### src/hw/rtl/isid_pkg.sv
// Shared types and constants of the sphere inversion distance estimator.
// No dependencies; imported by every module of the block.
package isid_pkg;

  // Fraction bits of the Q12.20 coordinate format.
  localparam int unsigned FRAC_BITS = 20;

  // Configuration port data width (widest register).
  localparam int unsigned CFG_W = 16;

  // Operation codes of an input transaction.
  localparam logic [1:0] OP_LOAD_INV = 2'd0;
  localparam logic [1:0] OP_LOAD_CVX = 2'd1;
  localparam logic [1:0] OP_EVAL     = 2'd2;

  // Configuration register indexes.
  localparam logic [1:0] CFG_INV_COUNT = 2'd0;
  localparam logic [1:0] CFG_CVX_COUNT = 2'd1;
  localparam logic [1:0] CFG_MAX_ITER  = 2'd2;

  localparam logic [15:0] MAX_ITER_RESET = 16'd10000;

  // Operations of the shared arithmetic unit.
  typedef enum logic [1:0] {
    AR_MUL,
    AR_DIV,
    AR_SQRT
  } arith_op_e;

  typedef struct packed {
    logic [1:0]         op;
    logic [3:0]         slot;
    logic signed [31:0] point_x;
    logic signed [31:0] point_y;
    logic signed [31:0] point_z;
    logic [30:0]        radius;
  } in_t;

  typedef struct packed {
    logic signed [31:0] distance;
    logic               limit_reached;
    logic               saturated;
  } out_t;

  typedef struct packed {
    logic signed [31:0] x;
    logic signed [31:0] y;
    logic signed [31:0] z;
    logic [30:0]        r;
  } sphere_t;

  typedef struct packed {
    logic         start;
    arith_op_e    op;
    logic [127:0] a;
    logic [63:0]  b;
  } arith_req_t;

  typedef struct packed {
    logic         done;
    logic [127:0] res;
  } arith_rsp_t;

endpackage

### src/hw/rtl/isid_table.sv
// Sphere table memory: inverting spheres in the lower half, convex bounding
// spheres in the upper half. One write and one registered read port. Uses isid_pkg.
module isid_table #(
  parameter int unsigned AW = 5
) (
  input  logic              clk_i,
  input  logic              we_i,
  input  logic [AW-1:0]     waddr_i,
  input  isid_pkg::sphere_t wdata_i,
  input  logic              re_i,
  input  logic [AW-1:0]     raddr_i,
  output isid_pkg::sphere_t rdata_o
);
  import isid_pkg::*;

  localparam int unsigned DEPTH = 2 ** AW;

  sphere_t mem_q [DEPTH];
  sphere_t rdata_q;

  // Entries hold no reset value; the user must load them before they are read, the block does not enforce it.
  always_ff @(posedge clk_i) begin
    if (we_i) begin
      mem_q[waddr_i] <= wdata_i;
    end
    if (re_i) begin
      rdata_q <= mem_q[raddr_i];
    end
  end

  assign rdata_o = rdata_q;

endmodule

### config.mk
export PLATFORM = sky130hd
export DESIGN_NAME = isid_table
export DESIGN_NICKNAME = d
export VERILOG_FILES = /design/src/hw/rtl/isid_pkg.sv /design/src/hw/rtl/isid_table.sv
export SDC_FILE = /design/constraint.sdc
export NUM_CORES = 2
export LEC_CHECK = 0
export BUFFER_PORTS_ARGS = -buffer_cell sky130_fd_sc_hd__buf_2
export CAP_MARGIN = 20
export CORE_MARGIN = 3
export CORE_UTILIZATION = 51
export CTS_CLUSTER_SIZE = 30
export DETAILED_ROUTE_END_ITERATION = 10
export GPL_TIMING_DRIVEN = 0
export HOLD_SLACK_MARGIN = 0.02
export PLACE_DENSITY_LB_ADDON = 0.15
export SLEW_MARGIN = 20
export SYNTH_ARGS = -nofsm -noshare
export SYNTH_HDL_FRONTEND = slang
export SYNTH_SLANG_ARGS = --single-unit
### constraint.sdc
create_clock -name clk_i -period 8.15 [get_ports clk_i]
set_input_delay 0 -clock clk_i [delete_from_list [all_inputs] [get_ports clk_i]]
set_output_delay 0 -clock clk_i [all_outputs]
set_load 0.01 [all_outputs]
==> impl_metrics.yaml <==
synth:
  synth_xor_xnor_area_share: 0
  synth_compound_area_frac: 0.0225
  synth_simple_gate_area_frac: 0.00819
  post-synth-top-area-cell: "edfxtp_1"
  postSynthAreaPerCell_um2: 24.3
  synth_area_um2: 155000
  synth_adder_area_share: 0
  ys.warnings.count: 0
  yosysTopAreaCellShare: 0.810
  post_synth_inst_count: 6384
  yosys-mux-area-fraction: 0.146
  yosysUniqueCellTypes: 25
  net_count_after_synthesis: 6524
  number_of_synthesized_register_bits: 4191
  main_combinational_cell_family_by_area_after_synthesis: "multiplexers"
  synthTopCellsByArea: "edfxtp_1, mux4_2, o22ai_1, mux2i_1, a22oi_1"
  synth_seq_area_share: 0.810
sta:
  timing.final.crit_period_ns: 3.55
  timing.final.ws_setup_ns: 4.60
  finalCritPeriodShare: 0.435
  setup_repair_after_global_routing_missed_its_margin: "false"
  max_slew_margin: 0.177
  fin_worst_skew_ns: 0.0408
  worst_pin_slew_ns: 1.23
  clock.fmax_ghz: 0.282
  final_max_slew_viol_count: 0
  timing.final.setup_violations: 0
  setup_tns_ns: 0
  finalHoldViolations: 0
critical_path:
  worst_setup_path_end_kind: "flip-flop"
  r2r_setup_slack_ns: 6.08
  critical_path_arrival_ns: 4.13
  critPathLaunch: "raddr_i[1]"
  critical_r2r_launch: "mem_q[6][30]"
  setup.worst_path.start_class: "input port"
  timing.rr.end: "rdata_o[30]"
  timing.critical_path.fanout_max: 10
  worst_path_required_ns: 8.73
  critPathKind: "input port to flip-flop"
  r2r_cells: 3
power:
  report.power.total_mw: 45.6
  leak_pwr_nw: 58.1
  power.ir.vdd_worst_uv: 205
  p_per_area_nw_per_um2: 248
flow_run:
  max-cap-violations: 0
status:
  outcome: "finished, final reports clean"
global_routing:
  globalRoute.totalOverflow: 0
  grt.busiest_layer: "met2"
  met1_usage: 0.399
  gr-usage-met3: 0.0751
  grt_pass1_vias: 75800
  grt_start_max_net_pins: 63
  use_met2: 0.427
  antenna_found_initial: 48
  grt_use_total: 0.280
  grt_pass1_wl_um: 599000
clock_network:
  cts.reportedPaths.clkPinSlew_ns: 0.06
  clk_root_buffer_cell: "clkbuf_16"
  cts_tree: "done"
  clock_sink_count: 4191
  cts_buffers: 417
  cts_max_path_buffers: 4
  htree_levels: 5
  cts.repair.resized: 0
  post-cts-setup-buffers: 0
  cts.hold.buffers_added: 147
  clk-insertion-delay-late_ns: 0.97
floorplanning:
  io-pin-count: 267
  num_rows: 201
  initial_core_util: 0.515
  chipHeight_um: 558
  die_w_um: 558
  core-area_um2: 302000
  fp.dieArea_um2: 311000
min_path:
  hold_path_class: "input port to flip-flop"
  holdCritStartpoint: "wdata_i[59]"
  timing.hold.worst_endpoint: "mem_q[7][59]"
  timing.hold.worst_path_depth: 2
cells_and_area:
  share_of_cells_above_drive_strength_1: 0.305
  layout-area-overhead-vs-synth_pct: 18.5
  layout.cells.non_filler: 11900
  fillers: 20500
  stdcell_area_um2: 184000
  layout.nets: 7659
routing:
  routed-via-count: 76600
  remaining_drc_errors: 0
  drt_first_iter_violations: 10700
  post_drt_via_cell_ratio: 6.46
  detail_route.wirelength_um: 435000
  first_pass_iters: 8
  antenna_left: 0
  post_drt_wl_per_cell_um: 36.7
placement:
  dp_cells: 10900
  gp_congestion: 0.752
  place_hpwl_um: 287000
  io_buffer_count: 263
  placedInstanceArea_um2: 169000
  place_worst_setup_slack_ns: 4.14
[metrics by stage]
step | utilization | hold slack, ns
5_1_grt | 0.610 | 0.0924
3_3_place_gp | 0.536 | 0.412
6_report | 0.610 | 0.0836
4_1_cts | 0.610 | 0.0203
3_5_place_dp | 0.560 | 0.277
2_1_floorplan | - | 0.0989
[registers in the layout (all words and copies together), names as in the netlist]
signal and count:
mem_q 4064, rdata_o 127
[layout make-up]
type | instances | area, µm² | area share
well taps | 3958 | 4950 | 0.0269
repair buffers | 716 | 9770 | 0.0531
clock buffers | 489 | 10700 | 0.0584
diodes | 24 | 60.1 | 0.000326
multi-input cells | 1843 | 27800 | 0.151
plain buffers | 350 | 2010 | 0.0109
clock inverters | 280 | 2860 | 0.0155
flip-flops and latches | 4191 | 126000 | 0.684
[synthesized netlist by cell type]
cell type,count
or3b_2,4
or2_1,1
nand3_1,35
clkbuf_1,119
and2_1,1
buf_2,115
nor2_1,36
o22ai_1,444
edfxtp_1,4191
and3b_1,1
mux4_2,952
nand2b_1,1
or3_1,2
nor3b_1,1
nand4_1,16
buf_6,37
nand2_1,4
nor2b_1,3
and3_1,1
nand3b_1,6
buf_4,60
mux2i_1,128
buf_1,19
a22oi_1,96
nor4_1,111
[layout by cell type, fill, tap and decap left out, types with 7 or more instances in the layout]
cell | Yosys | final
o22ai_1 | 444 | 444
clkbuf_2 | 0 | 30
clkbuf_16 | 0 | 419
mux4_2 | 952 | 952
nor2_4 | 0 | 32
buf_2 | 115 | 381
clkinv_2 | 0 | 73
inv_6 | 0 | 7
clkinv_1 | 0 | 116
nand4_1 | 16 | 16
diode_2 | 0 | 24
buf_4 | 60 | 65
clkinv_16 | 0 | 10
buf_6 | 37 | 38
buf_1 | 19 | 14
clkbuf_1 | 119 | 159
buf_12 | 0 | 172
nor4_1 | 111 | 97
nand3_1 | 35 | 35
dlygate4sd3_1 | 0 | 147
a22oi_1 | 96 | 96
edfxtp_1 | 4191 | 4191
nor4_2 | 0 | 14
clkinvlp_4 | 0 | 15
bufinv_16 | 0 | 47
buf_16 | 0 | 125
mux2i_1 | 128 | 128
[power breakdown]
| part | switching [mW] | internal, mW |
|---|---|---|
| clock | 8.19 | 11.0 |
| sequential | 0.0808 | 24.1 |
| combinational | 1.45 | 0.848 |
| total | 9.72 | 35.9 |
[worst max path at each step]
stage,slack (ns),cells after the start,end
floorplan,1.59,3,mem_q[12][0]
global placement,-7.47,4,mem_q[4][91]
detailed placement,4.14,8,rdata_o[80]
CTS,4.73,8,rdata_o[80]
global route,4.61,8,rdata_o[80]
finish,4.60,8,rdata_o[80]
[critical path, stage by stage]
cell and delay, ns:
dlygate4sd3_1 0.65, buf_4 0.22, nor2_1 0.24, nand2_1 0.19
buf_2 0.77, clkbuf_1 0.84, o22ai_1 0.22, nor4_1 0.97
[per-layer routing]
metal / vias to the layer above / part of all wire
met4: 24 / 0.034
met5: - / 0.00036
li1: 30300 / -
met2: 4316 / 0.47
met3: 703 / 0.11
met1: 41300 / 0.39
[cells by family after synthesis]
logic type	after synthesis
AO/OA/AOI/OAI	540
buffers and inverters	350
flip-flops	4191
multiplexers	1080
AND/OR/NAND/NOR	223
Note: power is estimated with default switching activity, not from simulation.
