$ cat src/hw/rtl/isid_pkg.sv
// Shared types and constants of the sphere inversion distance estimator.
// No dependencies; imported by every module of the block.
package isid_pkg;

  // Fraction bits of the Q12.20 coordinate format.
  localparam int unsigned FRAC_BITS = 20;

  // Configuration port data width (widest register).
  localparam int unsigned CFG_W = 16;

  // Operation codes of an input transaction.
  localparam logic [1:0] OP_LOAD_INV = 2'd0;
  localparam logic [1:0] OP_LOAD_CVX = 2'd1;
  localparam logic [1:0] OP_EVAL     = 2'd2;

  // Configuration register indexes.
  localparam logic [1:0] CFG_INV_COUNT = 2'd0;
  localparam logic [1:0] CFG_CVX_COUNT = 2'd1;
  localparam logic [1:0] CFG_MAX_ITER  = 2'd2;

  localparam logic [15:0] MAX_ITER_RESET = 16'd10000;

  // Operations of the shared arithmetic unit.
  typedef enum logic [1:0] {
    AR_MUL,
    AR_DIV,
    AR_SQRT
  } arith_op_e;

  typedef struct packed {
    logic [1:0]         op;
    logic [3:0]         slot;
    logic signed [31:0] point_x;
    logic signed [31:0] point_y;
    logic signed [31:0] point_z;
    logic [30:0]        radius;
  } in_t;

  typedef struct packed {
    logic signed [31:0] distance;
    logic               limit_reached;
    logic               saturated;
  } out_t;

  typedef struct packed {
    logic signed [31:0] x;
    logic signed [31:0] y;
    logic signed [31:0] z;
    logic [30:0]        r;
  } sphere_t;

  typedef struct packed {
    logic         start;
    arith_op_e    op;
    logic [127:0] a;
    logic [63:0]  b;
  } arith_req_t;

  typedef struct packed {
    logic         done;
    logic [127:0] res;
  } arith_rsp_t;

endpackage

$ cat src/hw/rtl/isid_arith.sv
// Shared bit-serial arithmetic unit: shift-add multiply, restoring divide
// and digit-by-digit square root. Depends on isid_pkg.
module isid_arith (
  input  logic                clk_i,
  input  logic                rst_ni,
  input  isid_pkg::arith_req_t req_i,
  output isid_pkg::arith_rsp_t rsp_o
);
  import isid_pkg::*;

  arith_op_e    op_q;
  logic         busy_q;
  logic         done_q;
  logic [6:0]   cnt_q;
  logic [127:0] w_q;
  logic [127:0] acc_q;
  logic [63:0]  x_q;
  logic [67:0]  r_q;

  logic [64:0]  drs;
  logic         dge;
  logic [67:0]  srs;
  logic [67:0]  strial;
  logic         sge;

  // Trial subtractions of one divide step and one square root step.
  always_comb begin
    drs    = {r_q[63:0], w_q[127]};
    dge    = drs >= {1'b0, x_q};
    srs    = {r_q[65:0], w_q[127:126]};
    strial = {2'b00, x_q, 2'b01};
    sge    = srs >= strial;
  end

  // One step per cycle; done pulses once the registers hold the result.
  always_ff @(posedge clk_i or negedge rst_ni) begin
    if (!rst_ni) begin
      op_q   <= AR_MUL;
      busy_q <= 1'b0;
      done_q <= 1'b0;
      cnt_q  <= '0;
      w_q    <= '0;
      acc_q  <= '0;
      x_q    <= '0;
      r_q    <= '0;
    end else begin
      done_q <= busy_q && !req_i.start && (cnt_q == 7'd0);
      if (req_i.start) begin
        busy_q <= 1'b1;
        op_q   <= req_i.op;
        r_q    <= '0;
        acc_q  <= '0;
        unique case (req_i.op)
          AR_MUL: begin
            w_q   <= 128'(req_i.a[63:0]);
            x_q   <= req_i.b;
            cnt_q <= 7'd63;
          end
          AR_DIV: begin
            w_q   <= req_i.a;
            x_q   <= req_i.b;
            cnt_q <= 7'd127;
          end
          AR_SQRT: begin
            w_q   <= req_i.a;
            x_q   <= '0;
            cnt_q <= 7'd63;
          end
          default: begin
            w_q   <= req_i.a;
            x_q   <= req_i.b;
            cnt_q <= 7'd63;
          end
        endcase
      end else if (busy_q) begin
        case (op_q)
          AR_MUL: begin
            if (x_q[0]) begin
              acc_q <= acc_q + w_q;
            end
            w_q <= w_q << 1;
            x_q <= x_q >> 1;
          end
          AR_DIV: begin
            r_q <= 68'(dge ? drs - {1'b0, x_q} : drs);
            w_q <= {w_q[126:0], dge};
          end
          AR_SQRT: begin
            r_q <= sge ? srs - strial : srs;
            x_q <= {x_q[62:0], sge};
            w_q <= w_q << 2;
          end
          default: ;
        endcase
        if (cnt_q == 7'd0) begin
          busy_q <= 1'b0;
        end else begin
          cnt_q <= cnt_q - 7'd1;
        end
      end
    end
  end

  // Result selection by the operation last run.
  always_comb begin
    rsp_o.done = done_q;
    case (op_q)
      AR_MUL:  rsp_o.res = acc_q;
      AR_DIV:  rsp_o.res = w_q;
      default: rsp_o.res = 128'(x_q);
    endcase
  end

endmodule

$ cat config.mk
export PLATFORM = sky130hd
export DESIGN_NAME = isid_arith
export DESIGN_NICKNAME = d
export VERILOG_FILES = /design/src/hw/rtl/isid_pkg.sv /design/src/hw/rtl/isid_arith.sv
export SDC_FILE = /design/constraint.sdc
export NUM_CORES = 2
export LEC_CHECK = 0
export BUFFER_PORTS_ARGS = -buffer_cell sky130_fd_sc_hd__buf_2
export CAP_MARGIN = 20
export CORE_MARGIN = 2
export CORE_UTILIZATION = 30
export CTS_CLUSTER_DIAMETER = 50
export CTS_CLUSTER_SIZE = 14
export DETAILED_ROUTE_END_ITERATION = 10
export GPL_ROUTABILITY_DRIVEN = 0
export GPL_TIMING_DRIVEN = 0
export PLACE_DENSITY = 0.42
export SYNTH_ARGS = -nofsm -noshare
export SYNTH_HDL_FRONTEND = slang
export SYNTH_SLANG_ARGS = --single-unit
$ cat constraint.sdc
create_clock -name clk_i -period 8.2 [get_ports clk_i]
set_input_delay 0 -clock clk_i [delete_from_list [all_inputs] [get_ports clk_i]]
set_output_delay 0 -clock clk_i [all_outputs]
set_load 0.01 [all_outputs]
==> results.md <==
- Slew Viols, Final: 0
- Effective utilization at floorplan: 0.302
- First-pass GRT wire length: 290 mm
- DR DRC count: 0
- CTS tree: built
- Routed WL: 198 mm
- Maximum clock frequency: 169 MHz
- Hold Crit Class: primary input to flop
- Pint: 7.52 mW
- Hold Fails Final Rpt: 0
- Pleak: 20.4 nW
- FP Rows: 130
- H-tree levels: 3
- Worst Path Max Fanout: 7
- Asr flop ratio synth: 1.00
- Worst endpoint required time: 8.75 ns
- Status: finished, final reports clean
- Antenna violations before repair: 12
- Total die area: 129000 sq um
- Post-DR wirelength/cell: 26.4 um
- Period utilization: 0.720
- Filler Cells Inserted: 13600
- Maximum number of pins on one net before global-route repair: 94
- Post_cts resized: 0
- Die X: 360 um
- HPWL after DPL: 156 mm
- Core Region: 126000 sq um
- Most common cell in the netlist: nand2_1
- Syn_area_per_cell: 7.41 sq um
- Number of global-route vias before repair: 41800
- Critical Path AT: 6.46 ns
- Total negative slack: 0 ns
- Synthesis Warnings: 0
- Final setup violation count: 0
- Inserted Clock Buffers: 87
- DRT antenna net count: 0
- Top-area cell type share of the netlist area: 0.262
- #FFs+latches synth: 397
- Max stage delay on crit path: 0.86 ns
- Met2 GRT Util: 0.435
- Worst slew margin: 0.165
- Synth Flop Type: dfrtp_1
- Worst skew pair latency: 0.71 ns
- Syn Nets: 5585
- Area delta synth->final: 23.5%
- Detailed Routing Iterations Pass 1: 6
- VDD IR-drop max: 251 uV
- Storage cell area: 9930 sq um
- Fin Clk Skew: 0.0481 ns
- Crit. End Element: flop
- Clk root buf: clkbuf_16
- Area of the multi-input gates: 26100 sq um
- Total congestion overflow: 0
- Via/cell ratio: 5.82
- Vias: 43500
- Area contributors post-synth: dfrtp_1 26%, ha_1 8.6%, a21oi_1 8.5%, nand2_1 7.7%, o21ai_0 6.2%
- Die height: 360 um
- # nets final: 6212
- Leading area contributor after synthesis: dfrtp_1
- Post-synthesis sequential area ratio: 0.262
- Post-synth EDFFs: 0
- Gr busiest metal: met1
- CP max-delay cell: o41ai_1
- Pwr Total: 15.2 mW
- Gate power share: 0.563
- Switching Fraction: 0.507
- Worst setup SP type: flop
- Total GRT Usage: 0.295
- Iteration-0 DRC Markers: 4416
- Max Cap Viol: 0
- Clock transition at path regs: 0.05 ns
- Actual slew at the worst max-slew pin: 1.25 ns
- Synth unique cells: 88
- RSZ-0062 raised after global routing: no
- GR Util met1: 0.440
- CTS Buffer Depth: 3
- Mapped Area: 38000 sq um
- Util after Layout: 0.374
- Synth Instances: 5124
- Worst-path cell chain: inv_1, ha_1, inv_1, fa_1, a21oi_1, o211ai_1, o211ai_1, o41ai_1, nor3_1, o21ai_0, a31oi_1, o31ai_1, a21o_1, mux2i_1, o31ai_1
- Crit Path Category: flop to flop
- Num ports: 326
- PD cells: 325 nW/um^2
- Fraction of layout instances using a drive strength above 1: 0.0953
- Min Tclk post-route: 5.91 ns
- GR Layer Usage met3: 0.0456
- Clock share of power: 0.238
- Port Buffers: 324
- Post-synth top cells: 780 x nand2_1, 644 x a21oi_1, 472 x o21ai_0
- P_sw: 7.72 mW
- Flop pwr share: 0.199
- CTS Sinks: 397
-- sequential cells by signal, summed over array words and instances (netlist names) --
| signal | count |
|---|---|
| acc_q | 128 |
| busy_q | 1 |
| cnt_q | 7 |
| done_q | 1 |
| op_q | 2 |
| r_q | 66 |
| w_q | 128 |
| x_q | 64 |
-- power by group through the flow --
stage | sequential, mW | clock, mW | combinational [mW]
floorplan | 2.73 | 0 | 5.64
global placement | 3.04 | 0 | 8.25
detailed placement | 3.04 | 0 | 8.25
CTS | 3.01 | 3.69 | 8.38
global route | 3.07 | 3.79 | 9.29
finish | 3.03 | 3.63 | 8.58
-- final timing paths --
check	from	endpoint	slack, ns	cells past startpoint
min in group asynchronous	rst_ni	w_q[29]$_DFFE_PN0P_	0.45	4
setup / recovery	w_q[127]$_DFFE_PN0P_	r_q[60]$_DFFE_PN0P_	2.29	15
hold reg to reg	r_q[65]$_DFFE_PN0P_	r_q[65]$_DFFE_PN0P_	0.48	2
setup reg to reg	w_q[127]$_DFFE_PN0P_	r_q[60]$_DFFE_PN0P_	2.29	15
max in group asynchronous	rst_ni	r_q[57]$_DFFE_PN0P_	6.76	5
hold / removal	req_i[142]	w_q[78]$_DFFE_PN0P_	0.11	4
-- final cells by class --
cell class	instances	area share
tap	1650	0.0440
inverter	152	0.0122
multi-input combinational	4215	0.556
clock buffer	119	0.0515
clock inverter	42	0.0114
sequential	397	0.212
timing repair buffer	538	0.0830
buffer	360	0.0300
antenna	2	0.000107
-- cells by family after synthesis --
logic type	Yosys count	synth area share
muxes	80	0.0212
DFF	397	0.262
adders and majority gates	264	0.0874
and+or+nand+nor	1617	0.184
AOI/OAI and AO/OA	2021	0.340
buffers and inverters	512	0.0519
xor gates and xnor gates	233	0.0537
-- metal layers --
metal  vias up  share of wire
li1      20000              -
met1     21500           0.48
met2      1742           0.42
met3       236          0.073
met4        10          0.027
met5         -        0.00031
-- critical path, delay by kind of cell (launching register included) --
kind | cells | cell delay, ns
AOI/OAI and AO/OA | 9 | 3.75
buffers and inverters | 2 | 0.39
and+or+nand+nor | 1 | 0.38
DFF | 1 | 0.59
adders and majority gates | 2 | 0.54
muxes | 1 | 0.08
-- layout by cell type, fill, tap and decap left out, types with 33 or more instances in the layout --
cell	count
mux2i_1	76
a31oi_1	33
clkbuf_1	331
o21bai_1	83
clkbuf_16	87
a21o_1	138
o21ai_0	472
a21oi_1	643
a32o_1	37
dfrtp_1	397
xnor2_1	145
buf_2	340
o21a_1	35
a22oi_1	133
a22o_1	79
xor2_1	88
nor2_1	434
dlygate4sd3_1	197
ha_1	262
nand2_1	780
nand4_1	103
nand3_1	69
a221o_1	69
o211ai_1	103
inv_1	151
nor3_1	57
-- metrics by stage --
step,std cells,setup slack [ns],cell area [sq um],hold slack [ns]
after floorplan,5124,4.51,38000,-0.296
after global placement,7098,-2.41,41700,0.274
after detailed placement,7111,2.11,41900,0.00869
after CTS,7470,2.06,46900,0.0687
after global routing,7473,2.28,46900,0.123
final,7475,2.29,46900,0.108
-- timing repair --
action	4_1_cts	5_1_grt
hold buffers	198	0
hold endpoints to repair	509	0
setup buffers	0	0
Note: power is estimated with default switching activity, not from simulation.
